===== src/rtl/assert_macros.svh =====
// ----------------------------------------------------------------------------
// assertion macros
// shared concurrent assertion helpers for the rtl
// ----------------------------------------------------------------------------
`ifndef ASSERT_MACROS_SVH
`define ASSERT_MACROS_SVH

// property must hold on every clock while out of reset
`define ASSERT_ALWAYS(lbl, clk, rstn, prop, msg) \
  lbl: assert property (@(posedge clk) disable iff (!rstn) (prop)) else $error(msg);

// condition must never be seen while out of reset
`define ASSERT_NEVER(lbl, clk, rstn, cond, msg) \
  lbl: assert property (@(posedge clk) disable iff (!rstn) !(cond)) else $error(msg);

`endif


===== src/rtl/scc_pkg.sv =====
// ----------------------------------------------------------------------------
// scc_pkg
// shared widths and result type for the component search
// ----------------------------------------------------------------------------
`default_nettype none

package scc_pkg;

  localparam int unsigned NODE_W      = 6;
  localparam int unsigned CNT_W       = 7;
  localparam int unsigned IN_TDATA_W  = 16;
  localparam int unsigned OUT_TDATA_W = 16;

  typedef struct packed {
    logic               edges_dropped;
    logic [NODE_W-1:0]  component_index;
    logic [NODE_W-1:0]  node_id;
  } scc_res_t;

endpackage

`default_nettype wire


===== src/rtl/scc_emit.sv =====
// ----------------------------------------------------------------------------
// scc_emit
// one-deep hold stage plus output register, tags the final beat with tlast
// ----------------------------------------------------------------------------
`default_nettype none

module scc_emit import scc_pkg::*; (
  input  wire logic                   clk_i,
  input  wire logic                   rst_ni,
  input  wire logic                   push_i,
  input  wire logic                   flush_i,
  input  wire scc_res_t               res_i,
  output logic                        ready_o,
  output logic                        m_axis_tvalid_o,
  input  wire logic                   m_axis_tready_i,
  // node_id[5:0], component_index[11:6], edges_dropped[12], zero pad
  output logic [OUT_TDATA_W-1:0]      m_axis_tdata_o,
  output logic                        m_axis_tlast_o
);

  logic     pend_valid_q;
  scc_res_t pend_q;
  logic     out_valid_q;
  scc_res_t out_q;
  logic     last_q;
  logic     out_free;

  assign out_free = !out_valid_q || m_axis_tready_i;
  assign ready_o  = !pend_valid_q || out_free;

  always_ff @(posedge clk_i or negedge rst_ni) begin
    if (!rst_ni) begin
      pend_valid_q <= 1'b0;
      out_valid_q  <= 1'b0;
    end else begin
      if (out_valid_q && m_axis_tready_i) begin
        out_valid_q <= 1'b0;
      end
      if (push_i && ready_o) begin
        if (pend_valid_q) begin
          out_valid_q <= 1'b1;
        end
        pend_valid_q <= 1'b1;
      end else if (flush_i && ready_o && pend_valid_q) begin
        out_valid_q  <= 1'b1;
        pend_valid_q <= 1'b0;
      end
    end
  end

  always_ff @(posedge clk_i) begin
    if (push_i && ready_o) begin
      if (pend_valid_q) begin
        out_q  <= pend_q;
        last_q <= 1'b0;
      end
      pend_q <= res_i;
    end else if (flush_i && ready_o && pend_valid_q) begin
      out_q  <= pend_q;
      last_q <= 1'b1;
    end
  end

  assign m_axis_tvalid_o = out_valid_q;
  assign m_axis_tdata_o  = OUT_TDATA_W'(out_q);
  assign m_axis_tlast_o  = last_q;

endmodule

`default_nettype wire


===== src/rtl/strongly_connected_components.sv =====
// an edge beat is taken while idle; a run beat takes both walk passes
// each pass scans all E stored edges once for every visited node, and
// every edge test goes through the single edge store read port
// the input is held off for the whole run; results leave through a beat register
// reset: async active low, empties the edge store count, clears flags, node_count 64
// ----------------------------------------------------------------------------
// strongly_connected_components
// edge list loader and two-pass depth-first component search
// ----------------------------------------------------------------------------
`default_nettype none

`include "assert_macros.svh"

module strongly_connected_components import scc_pkg::*; #(
  parameter int unsigned MAX_NODES = 64,
  parameter int unsigned MAX_EDGES = 256
) (
  input  wire logic                   clk_i,
  input  wire logic                   rst_ni,
  input  wire logic                   cfg_we_i,
  input  wire logic [CNT_W-1:0]       cfg_wdata_i,
  input  wire logic                   s_axis_tvalid_i,
  output logic                        s_axis_tready_o,
  // from_node[5:0], to_node[11:6], zero pad
  input  wire logic [IN_TDATA_W-1:0]  s_axis_tdata_i,
  // cmd[0]
  input  wire logic                   s_axis_tuser_i,
  output logic                        m_axis_tvalid_o,
  input  wire logic                   m_axis_tready_i,
  // node_id[5:0], component_index[11:6], edges_dropped[12], zero pad
  output logic [OUT_TDATA_W-1:0]      m_axis_tdata_o,
  output logic                        m_axis_tlast_o
);

  localparam int unsigned ECW = $clog2(MAX_EDGES + 1);
  localparam int unsigned EIW = (MAX_EDGES > 1) ? $clog2(MAX_EDGES) : 1;
  localparam int unsigned NIW = $clog2(MAX_NODES);
  localparam int unsigned SPW = $clog2(MAX_NODES + 1);
  localparam int unsigned STW = NODE_W + ECW;
  localparam logic [CNT_W-1:0] MAX_N = CNT_W'(MAX_NODES);
  localparam logic [ECW-1:0]   MAX_E = ECW'(MAX_EDGES);

  localparam logic [3:0] S_IDLE = 4'd0;
  localparam logic [3:0] S_P1   = 4'd1;
  localparam logic [3:0] S_ROOT = 4'd2;
  localparam logic [3:0] S_SCAN = 4'd3;
  localparam logic [3:0] S_TEST = 4'd4;
  localparam logic [3:0] S_POPW = 4'd5;
  localparam logic [3:0] S_P2   = 4'd6;
  localparam logic [3:0] S_P2W  = 4'd7;
  localparam logic [3:0] S_FIN  = 4'd8;

  logic [3:0]            state_q;
  logic [CNT_W-1:0]      node_count_q;
  logic [ECW-1:0]        edge_total_q;
  logic                  overflow_q;
  logic [MAX_NODES-1:0]  visited_q;
  logic [NODE_W-1:0]     comp_q;
  logic [CNT_W-1:0]      i_q;
  logic [SPW-1:0]        fin_q;
  logic [SPW-1:0]        j_q;
  logic [SPW-1:0]        sp_q;
  logic [NODE_W-1:0]     root_q;
  logic                  rev_q;
  logic [NODE_W-1:0]     top_u_q;
  logic [ECW-1:0]        top_p_q;

  logic [2*NODE_W-1:0]   edge_mem_q [MAX_EDGES];
  logic [STW-1:0]        stk_mem_q  [MAX_NODES];
  logic [NODE_W-1:0]     fin_mem_q  [MAX_NODES];
  logic [2*NODE_W-1:0]   edge_rd_q;
  logic [STW-1:0]        stk_rd_q;
  logic [NODE_W-1:0]     fin_rd_q;

  logic [CNT_W-1:0]      n_w;
  logic                  in_acc;
  logic [NODE_W-1:0]     in_from;
  logic [NODE_W-1:0]     in_to;
  logic [NODE_W-1:0]     e_src;
  logic [NODE_W-1:0]     e_dst;
  logic                  hit;
  logic                  emit_rdy;
  logic                  push;
  scc_res_t              res;
  logic [NIW-1:0]        stk_raddr;
  logic [NIW-1:0]        fin_raddr;

  assign n_w       = (node_count_q > MAX_N) ? MAX_N : node_count_q;
  assign in_acc    = s_axis_tvalid_i && s_axis_tready_o;
  assign in_from   = s_axis_tdata_i[NODE_W-1:0];
  assign in_to     = s_axis_tdata_i[2*NODE_W-1:NODE_W];
  assign s_axis_tready_o = (state_q == S_IDLE);

  // reversed pass swaps the edge ends
  assign e_src = rev_q ? edge_rd_q[NODE_W-1:0] : edge_rd_q[2*NODE_W-1:NODE_W];
  assign e_dst = rev_q ? edge_rd_q[2*NODE_W-1:NODE_W] : edge_rd_q[NODE_W-1:0];
  assign hit = (e_src == top_u_q) && (CNT_W'(e_src) < n_w) && (CNT_W'(e_dst) < n_w)
               && !visited_q[e_dst[NIW-1:0]];

  assign stk_raddr = NIW'(sp_q - SPW'(2));
  assign fin_raddr = NIW'(j_q - SPW'(1));

  always_comb begin
    push = 1'b0;
    res.node_id         = root_q;
    res.component_index = comp_q;
    res.edges_dropped   = overflow_q;
    if (state_q == S_ROOT) begin
      push = rev_q;
    end else if (state_q == S_TEST) begin
      push = rev_q && hit;
      res.node_id = e_dst;
    end
  end

  always_ff @(posedge clk_i) begin
    edge_rd_q <= edge_mem_q[top_p_q[EIW-1:0]];
    stk_rd_q  <= stk_mem_q[stk_raddr];
    fin_rd_q  <= fin_mem_q[fin_raddr];
    if (in_acc && !s_axis_tuser_i && (edge_total_q < MAX_E)) begin
      edge_mem_q[edge_total_q[EIW-1:0]] <= {in_from, in_to};
    end
    if (state_q == S_TEST && hit && !(rev_q && !emit_rdy)) begin
      stk_mem_q[NIW'(sp_q - SPW'(1))] <= {top_u_q, top_p_q + ECW'(1)};
    end
    if (state_q == S_SCAN && !(top_p_q < edge_total_q) && !rev_q) begin
      fin_mem_q[fin_q[NIW-1:0]] <= top_u_q;
    end
  end

  always_ff @(posedge clk_i or negedge rst_ni) begin
    if (!rst_ni) begin
      state_q      <= S_IDLE;
      node_count_q <= MAX_N;
      edge_total_q <= '0;
      overflow_q   <= 1'b0;
      visited_q    <= '0;
      comp_q       <= '0;
      i_q          <= '0;
      fin_q        <= '0;
      j_q          <= '0;
      sp_q         <= '0;
      root_q       <= '0;
      rev_q        <= 1'b0;
      top_u_q      <= '0;
      top_p_q      <= '0;
    end else begin
      if (cfg_we_i) begin
        node_count_q <= cfg_wdata_i;
      end
      unique case (state_q)
        S_IDLE: begin
          if (in_acc) begin
            if (s_axis_tuser_i) begin
              visited_q <= '0;
              fin_q     <= '0;
              i_q       <= '0;
              rev_q     <= 1'b0;
              state_q   <= S_P1;
            end else if (edge_total_q < MAX_E) begin
              edge_total_q <= edge_total_q + ECW'(1);
            end else begin
              overflow_q <= 1'b1;
            end
          end
        end
        S_P1: begin
          if (!(i_q < n_w)) begin
            visited_q <= '0;
            comp_q    <= '0;
            j_q       <= fin_q;
            rev_q     <= 1'b1;
            state_q   <= S_P2;
          end else if (visited_q[i_q[NIW-1:0]]) begin
            i_q <= i_q + CNT_W'(1);
          end else begin
            root_q  <= NODE_W'(i_q);
            state_q <= S_ROOT;
          end
        end
        S_ROOT: begin
          if (!rev_q || emit_rdy) begin
            visited_q[root_q[NIW-1:0]] <= 1'b1;
            top_u_q <= root_q;
            top_p_q <= '0;
            sp_q    <= SPW'(1);
            state_q <= S_SCAN;
          end
        end
        S_SCAN: begin
          if (top_p_q < edge_total_q) begin
            state_q <= S_TEST;
          end else begin
            if (!rev_q) begin
              fin_q <= fin_q + SPW'(1);
            end
            if (sp_q == SPW'(1)) begin
              sp_q <= '0;
              if (rev_q) begin
                comp_q  <= comp_q + NODE_W'(1);
                state_q <= S_P2;
              end else begin
                i_q     <= i_q + CNT_W'(1);
                state_q <= S_P1;
              end
            end else begin
              sp_q    <= sp_q - SPW'(1);
              state_q <= S_POPW;
            end
          end
        end
        S_TEST: begin
          if (!hit) begin
            top_p_q <= top_p_q + ECW'(1);
            state_q <= S_SCAN;
          end else if (!rev_q || emit_rdy) begin
            visited_q[e_dst[NIW-1:0]] <= 1'b1;
            top_u_q <= e_dst;
            top_p_q <= '0;
            sp_q    <= sp_q + SPW'(1);
            state_q <= S_SCAN;
          end
        end
        S_POPW: begin
          top_u_q <= stk_rd_q[STW-1:ECW];
          top_p_q <= stk_rd_q[ECW-1:0];
          state_q <= S_SCAN;
        end
        S_P2: begin
          if (j_q == '0) begin
            state_q <= S_FIN;
          end else begin
            state_q <= S_P2W;
          end
        end
        S_P2W: begin
          j_q <= j_q - SPW'(1);
          if ((CNT_W'(fin_rd_q) < n_w) && !visited_q[fin_rd_q[NIW-1:0]]) begin
            root_q  <= fin_rd_q;
            state_q <= S_ROOT;
          end else begin
            state_q <= S_P2;
          end
        end
        S_FIN: begin
          if (emit_rdy) begin
            edge_total_q <= '0;
            overflow_q   <= 1'b0;
            comp_q       <= '0;
            state_q      <= S_IDLE;
          end
        end
        default: begin
          state_q <= S_IDLE;
        end
      endcase
    end
  end

  scc_emit u_emit (
    .clk_i           (clk_i),
    .rst_ni          (rst_ni),
    .push_i          (push),
    .flush_i         (state_q == S_FIN),
    .res_i           (res),
    .ready_o         (emit_rdy),
    .m_axis_tvalid_o (m_axis_tvalid_o),
    .m_axis_tready_i (m_axis_tready_i),
    .m_axis_tdata_o  (m_axis_tdata_o),
    .m_axis_tlast_o  (m_axis_tlast_o)
  );

  `ASSERT_NEVER(a_edge_total_cap, clk_i, rst_ni, edge_total_q > MAX_E, "edge count past capacity")
  `ASSERT_NEVER(a_stack_depth, clk_i, rst_ni, sp_q > SPW'(MAX_NODES), "walk stack too deep")
  `ASSERT_ALWAYS(a_run_blocks_input, clk_i, rst_ni,
    (s_axis_tvalid_i && s_axis_tready_o && s_axis_tuser_i) |=> !s_axis_tready_o,
    "input not held off after run beat")

endmodule

`default_nettype wire

===== config.mk =====
export PLATFORM = sky130hd
export DESIGN_NAME = strongly_connected_components
export DESIGN_NICKNAME = d
export VERILOG_FILES = /design/src/rtl/scc_pkg.sv /design/src/rtl/scc_emit.sv /design/src/rtl/strongly_connected_components.sv
export VERILOG_INCLUDE_DIRS = /design/src /design/src/rtl
export SDC_FILE = /design/constraint.sdc
export NUM_CORES = 2
export LEC_CHECK = 0
export BUFFER_PORTS_ARGS = -buffer_cell sky130_fd_sc_hd__buf_2
export CAP_MARGIN = 0
export CORE_MARGIN = 4
export CORE_UTILIZATION = 40
export DETAILED_ROUTE_END_ITERATION = 10
export RECOVER_POWER = 50
export SYNTH_ARGS = -nofsm -noshare
export SYNTH_HDL_FRONTEND = slang
export SYNTH_MEMORY_MAX_BITS = 65536
export SYNTH_SLANG_ARGS = --single-unit

===== constraint.sdc =====
create_clock -name clk_i -period 13.5 [get_ports clk_i]
set_input_delay 0 -clock clk_i [delete_from_list [all_inputs] [get_ports clk_i]]
set_output_delay 0 -clock clk_i [all_outputs]
set_load 0.03 [all_outputs]

; Word level (Yosys, flattened, before mapping)
; Memories as Yosys holds them, arrays and structs flattened. A register that Yosys moved wholly into a read port is not among the register bits.
; Index checks and enable logic that the tools add are counted.
[totals]
regBits = 170
mem_bits_rw = 4416
output_inout_bits = 19
word_cells = 241
mem_count = 3
[op_classes]
addsub = 9
order_cmp = 13
eq_ne = 30
muxes = 105
bitwise = 2
n_reduce_logical = 56
[memory_table]
columns = name, words, word_bits, read_ports, rd_clocked_by_memory_dff, wr, line
row1 = edge_mem_q, 256, 12, 1, 1, 1, strongly_connected_components.sv:68  ; logic [2*NODE_W-1:0] edge_mem_q [MAX_EDGES];
row2 = stk_mem_q, 64, 15, 1, 1, 1, strongly_connected_components.sv:69  ; logic [STW-1:0] stk_mem_q [MAX_NODES];
row3 = fin_mem_q, 64, 6, 1, 1, 1, strongly_connected_components.sv:70  ; logic [NODE_W-1:0] fin_mem_q [MAX_NODES];
[op_table]
columns = cell, count
row1 = 2-to-1 mux 64 bit, 6
row2 = case mux 64 bit (4 select lines), 1
row3 = bitwise OR 64 bit, 2
row4 = 2-to-1 mux 7 bit, 16
row5 = 2-to-1 mux 6 bit, 15
row6 = 2-to-1 mux 9 bit, 6
row7 = case mux 7 bit (3 select lines), 2
row8 = 2-to-1 mux 4 bit, 10
row9 = 2-to-1 mux 13 bit, 3
row10 = case mux 4 bit (9 select lines), 1
row11 = case mux 6 bit (3 select lines), 2
row12 = 2-to-1 mux 1 bit, 29
row13 = less-than comparator 6 x 7 -> 1 bit (second input constant), 4
row14 = case mux 7 bit (2 select lines), 2
row15 = case mux 9 bit (3 select lines), 1
row16 = != test 2 bit (second input constant), 12
row17 = adder 7 x 1 -> 7 bit (second input constant), 3
row18 = less-than comparator 6 x 7 -> 1 bit, 3
row19 = AND reduction 5 bit, 4
row20 = logical AND 1 bit, 19
row21 = adder 9 x 1 -> 9 bit (second input constant), 2
row22 = binary-select mux 1 bit (select 6 bit), 3
row23 = case mux 9 bit (2 select lines), 1
row24 = equality test 4 x 3 -> 1 bit (second input constant), 4
row25 = other kinds (31), 64

; Depth between registers and ports, before layout
[logic_depth]
depth_word = 12
ltp_mapped = 17

; Cells and area by module
; A second synthesis with hierarchy kept.
[hier_totals]
cells_unflattened = 8004
area_unflattened_um2 = 180987.3
[modules_own_cells]
columns = mod, instances, cells_per_inst, area_per_inst_um2
row1 = strongly_connected_components, 1, 7961, 180047.7
row2 = scc_emit, 1, 43, 939.7

; Worst setup path after synthesis
; OpenSTA, ideal clock, no wires.
[synth_timing]
path_kind = flip-flop to flip-flop
start = reg top_u_q[0]
end = mem stk_mem_q[11][0] (netlist bit) (enable)
arrival_time_ns = 4.439
setup_slack_ns = 8.675
stages_incl_launch_ff = 10
path_cell_list = dfrtp_1 xnor2_1 nor4_1 and4b_1 o221ai_1 nor4_4 nand3_1 or3_1 clkbuf_1 nor2_1
[synth_via]
elab_chain_cells = 8
[synth_rtl]
columns = element, line
row1 = start: declaration, strongly_connected_components.sv:65  ; logic [NODE_W-1:0] top_u_q;
row2 = start signal: assignment, strongly_connected_components.sv:184  ; top_u_q <= root_q;
row3 = start signal: assignment, strongly_connected_components.sv:218  ; top_u_q <= e_dst;
row4 = start signal: assignment, strongly_connected_components.sv:225  ; top_u_q <= stk_rd_q[STW-1:ECW];
row5 = equality test 6 bit, strongly_connected_components.sv:97  ; assign hit = (e_src == top_u_q) && (CNT_W'(e_src) < n_w) && (CNT_W'(e_dst) < n_w)
row6 = logical AND 1 bit (2 in a row), strongly_connected_components.sv:97
row7 = logical AND 1 bit, strongly_connected_components.sv:98  ; && !visited_q[e_dst[NIW-1:0]];
row8 = logical AND 1 bit (2 in a row), strongly_connected_components.sv:123  ; if (state_q == S_TEST && hit && !(rev_q && !emit_rdy)) begin
row9 = 2-to-1 mux 1 bit, strongly_connected_components.sv:123
row10 = 2-to-1 mux 1 bit (not written as such), strongly_connected_components.sv:124  ; stk_mem_q[NIW'(sp_q - SPW'(1))] <= {top_u_q, top_p_q + ECW'(1)};
row11 = end: declaration, strongly_connected_components.sv:69
; No other way between the ends.

; Worst setup path after layout
[layout_timing]
start = reg top_p_q[0]
end = mem fin_mem_q[59][2] (enable)
[layout_via]
elab_chain_cells = 6
[layout_rtl]
columns = element, line
row1 = start: declaration, strongly_connected_components.sv:66  ; logic [ECW-1:0] top_p_q;
row2 = start signal: assignment, strongly_connected_components.sv:214  ; top_p_q <= top_p_q + ECW'(1);
row3 = start signal: assignment, strongly_connected_components.sv:226  ; top_p_q <= stk_rd_q[ECW-1:0];
row4 = less-than comparator 9 bit, strongly_connected_components.sv:126  ; if (state_q == S_SCAN && !(top_p_q < edge_total_q) && !rev_q) begin
row5 = zero test 1 bit, strongly_connected_components.sv:126
row6 = logical AND 1 bit (2 in a row), strongly_connected_components.sv:126
row7 = 2-to-1 mux 1 bit, strongly_connected_components.sv:126
row8 = 2-to-1 mux 1 bit (not written as such), strongly_connected_components.sv:127  ; fin_mem_q[fin_q[NIW-1:0]] <= top_u_q;
row9 = end: declaration, strongly_connected_components.sv:70
; No other way between the ends.

==> impl_metrics.csv <==
group,metric,value,unit
clocking,cts_setup_buffers,0,
grt,grt_use_total,18.32,%
run_status,failing_checks,"max-capacitance violations, max-slew violations",
worst_setup_path,arrival_time_of_data_at_the_critical_path_endpoint,8.58,ns
floorplan,fp.coreArea,0.4500,sq mm
worst_setup_path,crit_chain,"clkbuf_1 -> nand2b_1 -> a31oi_1 -> o21ai_0 -> a211o_1 -> nand2_1 -> nor2_1 -> nand4_1 -> nor2_1",
grt,met3_usage,3.245,%
synthesis,synth_edf_count,4443,
worst_setup_path,worst_r2r_endpoint,"fin_mem_q[59][2]",
power_and_ir_drop,vdd_drop_max,0.1940,mV
routing,firstDrtPassIters,6,
grt,grt_pass1_wl,623600,microns
timing,timing.clock.skew,0.05556,ns
clocking,cts.repair.resized,0,
synthesis,synthArstFlopShare,3.096,%
floorplan,num_rows,246,
hold_path,worst_hold_path.endpoint,"state_q[1]",
finish,commonest_non_fill_non_tap_cell_in_the_layout,"edfxtp_1",
finish,area_growth_synth_to_finish,12.48,%
place,dpl-instance-area,0.1893,sq mm
synthesis,synthesized_area,0.1810,sq mm
routing,drc_errors,0,
clocking,cell_chosen_for_the_clock_root,"clkbuf_16",
power_and_ir_drop,finalPower,0.03527,W
routing,detail_route.vias_per_cell,5.730,
hold_path,holdCritPathClass,"in -> reg",
finish,fin_nets,8463,
floorplan,floorplan.die.height,680.7,microns
synthesis,yosys_warnings,0,
finish,final_design_area_no_fill,0.2036,sq mm
worst_setup_path,path_max_fanout,41,
power_and_ir_drop,p_per_area,173.3,mW/mm^2
worst_setup_path,cp-end-kind,"register",
worst_setup_path,regToRegSetupSlack,5.49,ns
worst_setup_path,cp_common_cell,"nor2_1",
synthesis,synth_seq_area_share,76.06,%
timing,slew_headroom,-268.3,%
grt,use_met2,29.24,%
timing,post_route_fraction_of_the_period_consumed_by_the_critical_path,59.33,%
finish,layout.core_utilization,45.24,%
routing,route.detailed.wl_per_inst,29.13,microns
timing,finalCriticalPeriod,8.010,ns
clocking,tritoncts_clock_tree,"yes",
finish,final_cell_mix,"4443 x edfxtp_1, 1483 x mux4_2, 541 x nor2_1, 453 x clkbuf_16, 194 x buf_4",
clocking,clkSlewWorstSetupHoldPaths,0.06,ns
clocking,clock_tree.htree_level_count,5,
synthesis,ys_ff_latch,4619,
finish,drive_gt1_share,27.71,%
place,dp.cells,13847,
routing,finalWirelength,429400,microns
worst_setup_path,crit-reg2reg-launch,"top_p_q[0]",
timing,grt_setup_unrepaired,"no",
hold_path,holdCritStartpoint,"s_axis_tvalid_i",
synthesis,syn_avg_cell_area,22.43,sq um
grt,grt_use_met1,26.15,%
worst_setup_path,critical_path.startpoint_type,"register",
synthesis,netlist-cell-type-count,78,
clocking,cts.sink_count,4619,
place,gp_congestion,0.8767,
worst_setup_path,worst-endpoint-required,14.07,ns
run_status,outcome,"finished, violations left",
synthesis,main_synth_ff_type,"edfxtp_1",
synthesis,netlist_instances,8068,
grt,grt_max_degree,148,
floorplan,die_width,680.7,microns
timing,hold_violations_final,0,
place,detailedPlacementHpwl,254000,microns
clocking,clk-insertion-delay-late,0.98,ns
hold_path,holdPathStages,5,
power_and_ir_drop,p_leak,62.38,nW
floorplan,initial_utilization,40.22,%
timing,fmaxAchievable,124.8,MHz
finish,final-instance-count-excl-fill,14737,
worst_setup_path,crit_path_top_delay_cell,"clkbuf_1",
grt,grt-busiest-layer,"met2",
routing,ant_nets,0,
timing,setup_viol,0,
place,buffer_ports.inserted,40,
grt,grt_remaining_overflow,0,
timing,tns,0,ns
worst_setup_path,path_type_of_the_worst_setup_path,"reg -> reg",
floorplan,design.die.area,0.4633,sq mm
timing,tightest_slew,5.524,ns
floorplan,design.portCount,48,
grt,antenna_found_initial,14,
routing,initialDrtViolationCount,9606,
routing,detailroute.via_count,84439,
timing,slew_violations,4160,
clocking,cts_inserted_buffers,448,
grt,grt_pass1_vias,85952,
worst_setup_path,slowest_cell_delay_on_critical_path,2.38,ns
clocking,ctsLongestPathBuffers,4,
finish,fill_cells,37282,
worst_setup_path,worst-r2r-cell-count,9,
flow_run,cap_viol_max_count,55,
==> sequential cells by signal (all words and copies together), names as in the netlist, 4 cells and up <==
register	flops
state_q	4
fin_mem_q	384
node_count_q	7
fin_q	7
root_q	6
edge_rd_q	12
fin_rd_q	6
visited_q	64
stk_mem_q	960
i_q	7
u_emit.pend_q	13
top_u_q	6
top_p_q	9
edge_total_q	9
sp_q	7
u_emit.m_axis_tdata_o	13
comp_q	6
edge_mem_q	3072
stk_rd_q	15
j_q	7
==> layer usage <==
metal	wire length, microns	part of all wire [%]	vias to the layer above
li1	-	-	34792
met1	179300	42	45822
met2	207400	48	3168
met3	30870	7.2	653
met4	11750	2.7	4
met5	23	0.0054	-
==> final cells by class <==
class / count / area (sq um) / share of cell area, %
multi-input combinational: 2930 / 41580 / 20.42
inverter: 54 / 210.2 / 0.1032
timing repair buffer: 337 / 2445 / 1.201
tap: 5952 / 7447 / 3.658
clock buffer: 556 / 11780 / 5.787
antenna: 12 / 30.03 / 0.01475
sequential: 4619 / 137700 / 67.63
clock inverter: 277 / 2414 / 1.186
==> synth_stat cells, drive strengths merged, types with 5 or more instances <==
| master | n | area, sq um |
|---|---|---|
| a211oi | 23 | 172.7 |
| a21oi | 133 | 665.6 |
| a22oi | 19 | 142.6 |
| a31oi | 7 | 43.79 |
| and2 | 5 | 31.28 |
| and3 | 10 | 62.56 |
| buf | 139 | 590.6 |
| clkbuf | 328 | 1231 |
| dfrtp | 142 | 3553 |
| dfxtp | 33 | 660.6 |
| edfxtp | 4443 | 133400 |
| ha | 44 | 550.5 |
| inv | 53 | 198.9 |
| mux2 | 27 | 322.8 |
| mux2i | 37 | 390.4 |
| mux4 | 1483 | 33400 |
| nand2 | 162 | 608.1 |
| nand2b | 23 | 143.9 |
| nand3 | 47 | 240.2 |
| nand3b | 11 | 82.58 |
| nand4 | 13 | 81.33 |
| nor2 | 544 | 2049 |
| nor2b | 28 | 175.2 |
| nor3 | 24 | 120.1 |
| nor4 | 6 | 52.55 |
| o211ai | 9 | 67.56 |
| o21ai | 65 | 325.3 |
| o221ai | 7 | 61.31 |
| o22a | 5 | 43.79 |
| o22ai | 77 | 481.7 |
| or2 | 6 | 37.54 |
| or3 | 12 | 75.07 |
| or3b | 6 | 52.55 |
| xnor2 | 23 | 201.4 |
| xor2 | 16 | 140.1 |
==> report_power, final <==
part           total (W)  internal (W)  switching (W)
logic            0.00679       0.00282        0.00397
registers         0.0163        0.0161       0.000232
clock network     0.0121       0.00683        0.00530
total             0.0353        0.0258        0.00950
==> how the worst max path moves through the flow <==
stage	from	end	slack, ns	depth (start not counted)
5_1_grt	top_p_q[0]	fin_mem_q[59][5]	4.63	9
6_report	top_p_q[0]	fin_mem_q[59][2]	5.49	9
4_1_cts	top_p_q[0]	edge_rd_q[9]	7.91	6
2_1_floorplan	top_u_q[0]	stk_mem_q[11][0]	8.67	9
3_5_place_dp	top_p_q[0]	edge_rd_q[9]	7.90	6
3_3_place_gp	top_p_q[0]	edge_rd_q[9]	7.95	6
==> stage by stage <==
| step | hold WS (ns) | setup slack, ns |
|---|---|---|
| after floorplan | -0.2956 | 8.675 |
| after global placement | 0.1597 | 7.947 |
| after detailed placement | 0.1885 | 7.901 |
| after CTS | 0.02038 | 7.905 |
| after global routing | 0.1138 | 4.632 |
| final | 0.1457 | 5.490 |
==> cells by family after synthesis <==
family | count (synthesis) | share of synthesized area (%)
buf+inv | 521 | 1.119
simple gates | 915 | 2.191
xor+xnor | 39 | 0.1887
other cells | 1 | 0.002072
fa+ha+maj | 44 | 0.3042
compound gates | 382 | 1.290
mux | 1547 | 18.85
flops | 4619 | 76.06
==> worst max-delay path: cells and delay by family (launching register included) <==
family / cells / cell delay (ns)
AOI/OAI and AO/OA: 3 / 0.65
and+or+nand+nor: 5 / 2.33
buffers and inverters: 1 / 2.38
DFF: 1 / 2.24
==> repair_timing <==
item	in CTS	in global routing
endpoints found under the hold margin	1319	0
hold buffers	45	0
endpoints found under the setup margin	0	0
Note: power is estimated with default switching activity, not from simulation.
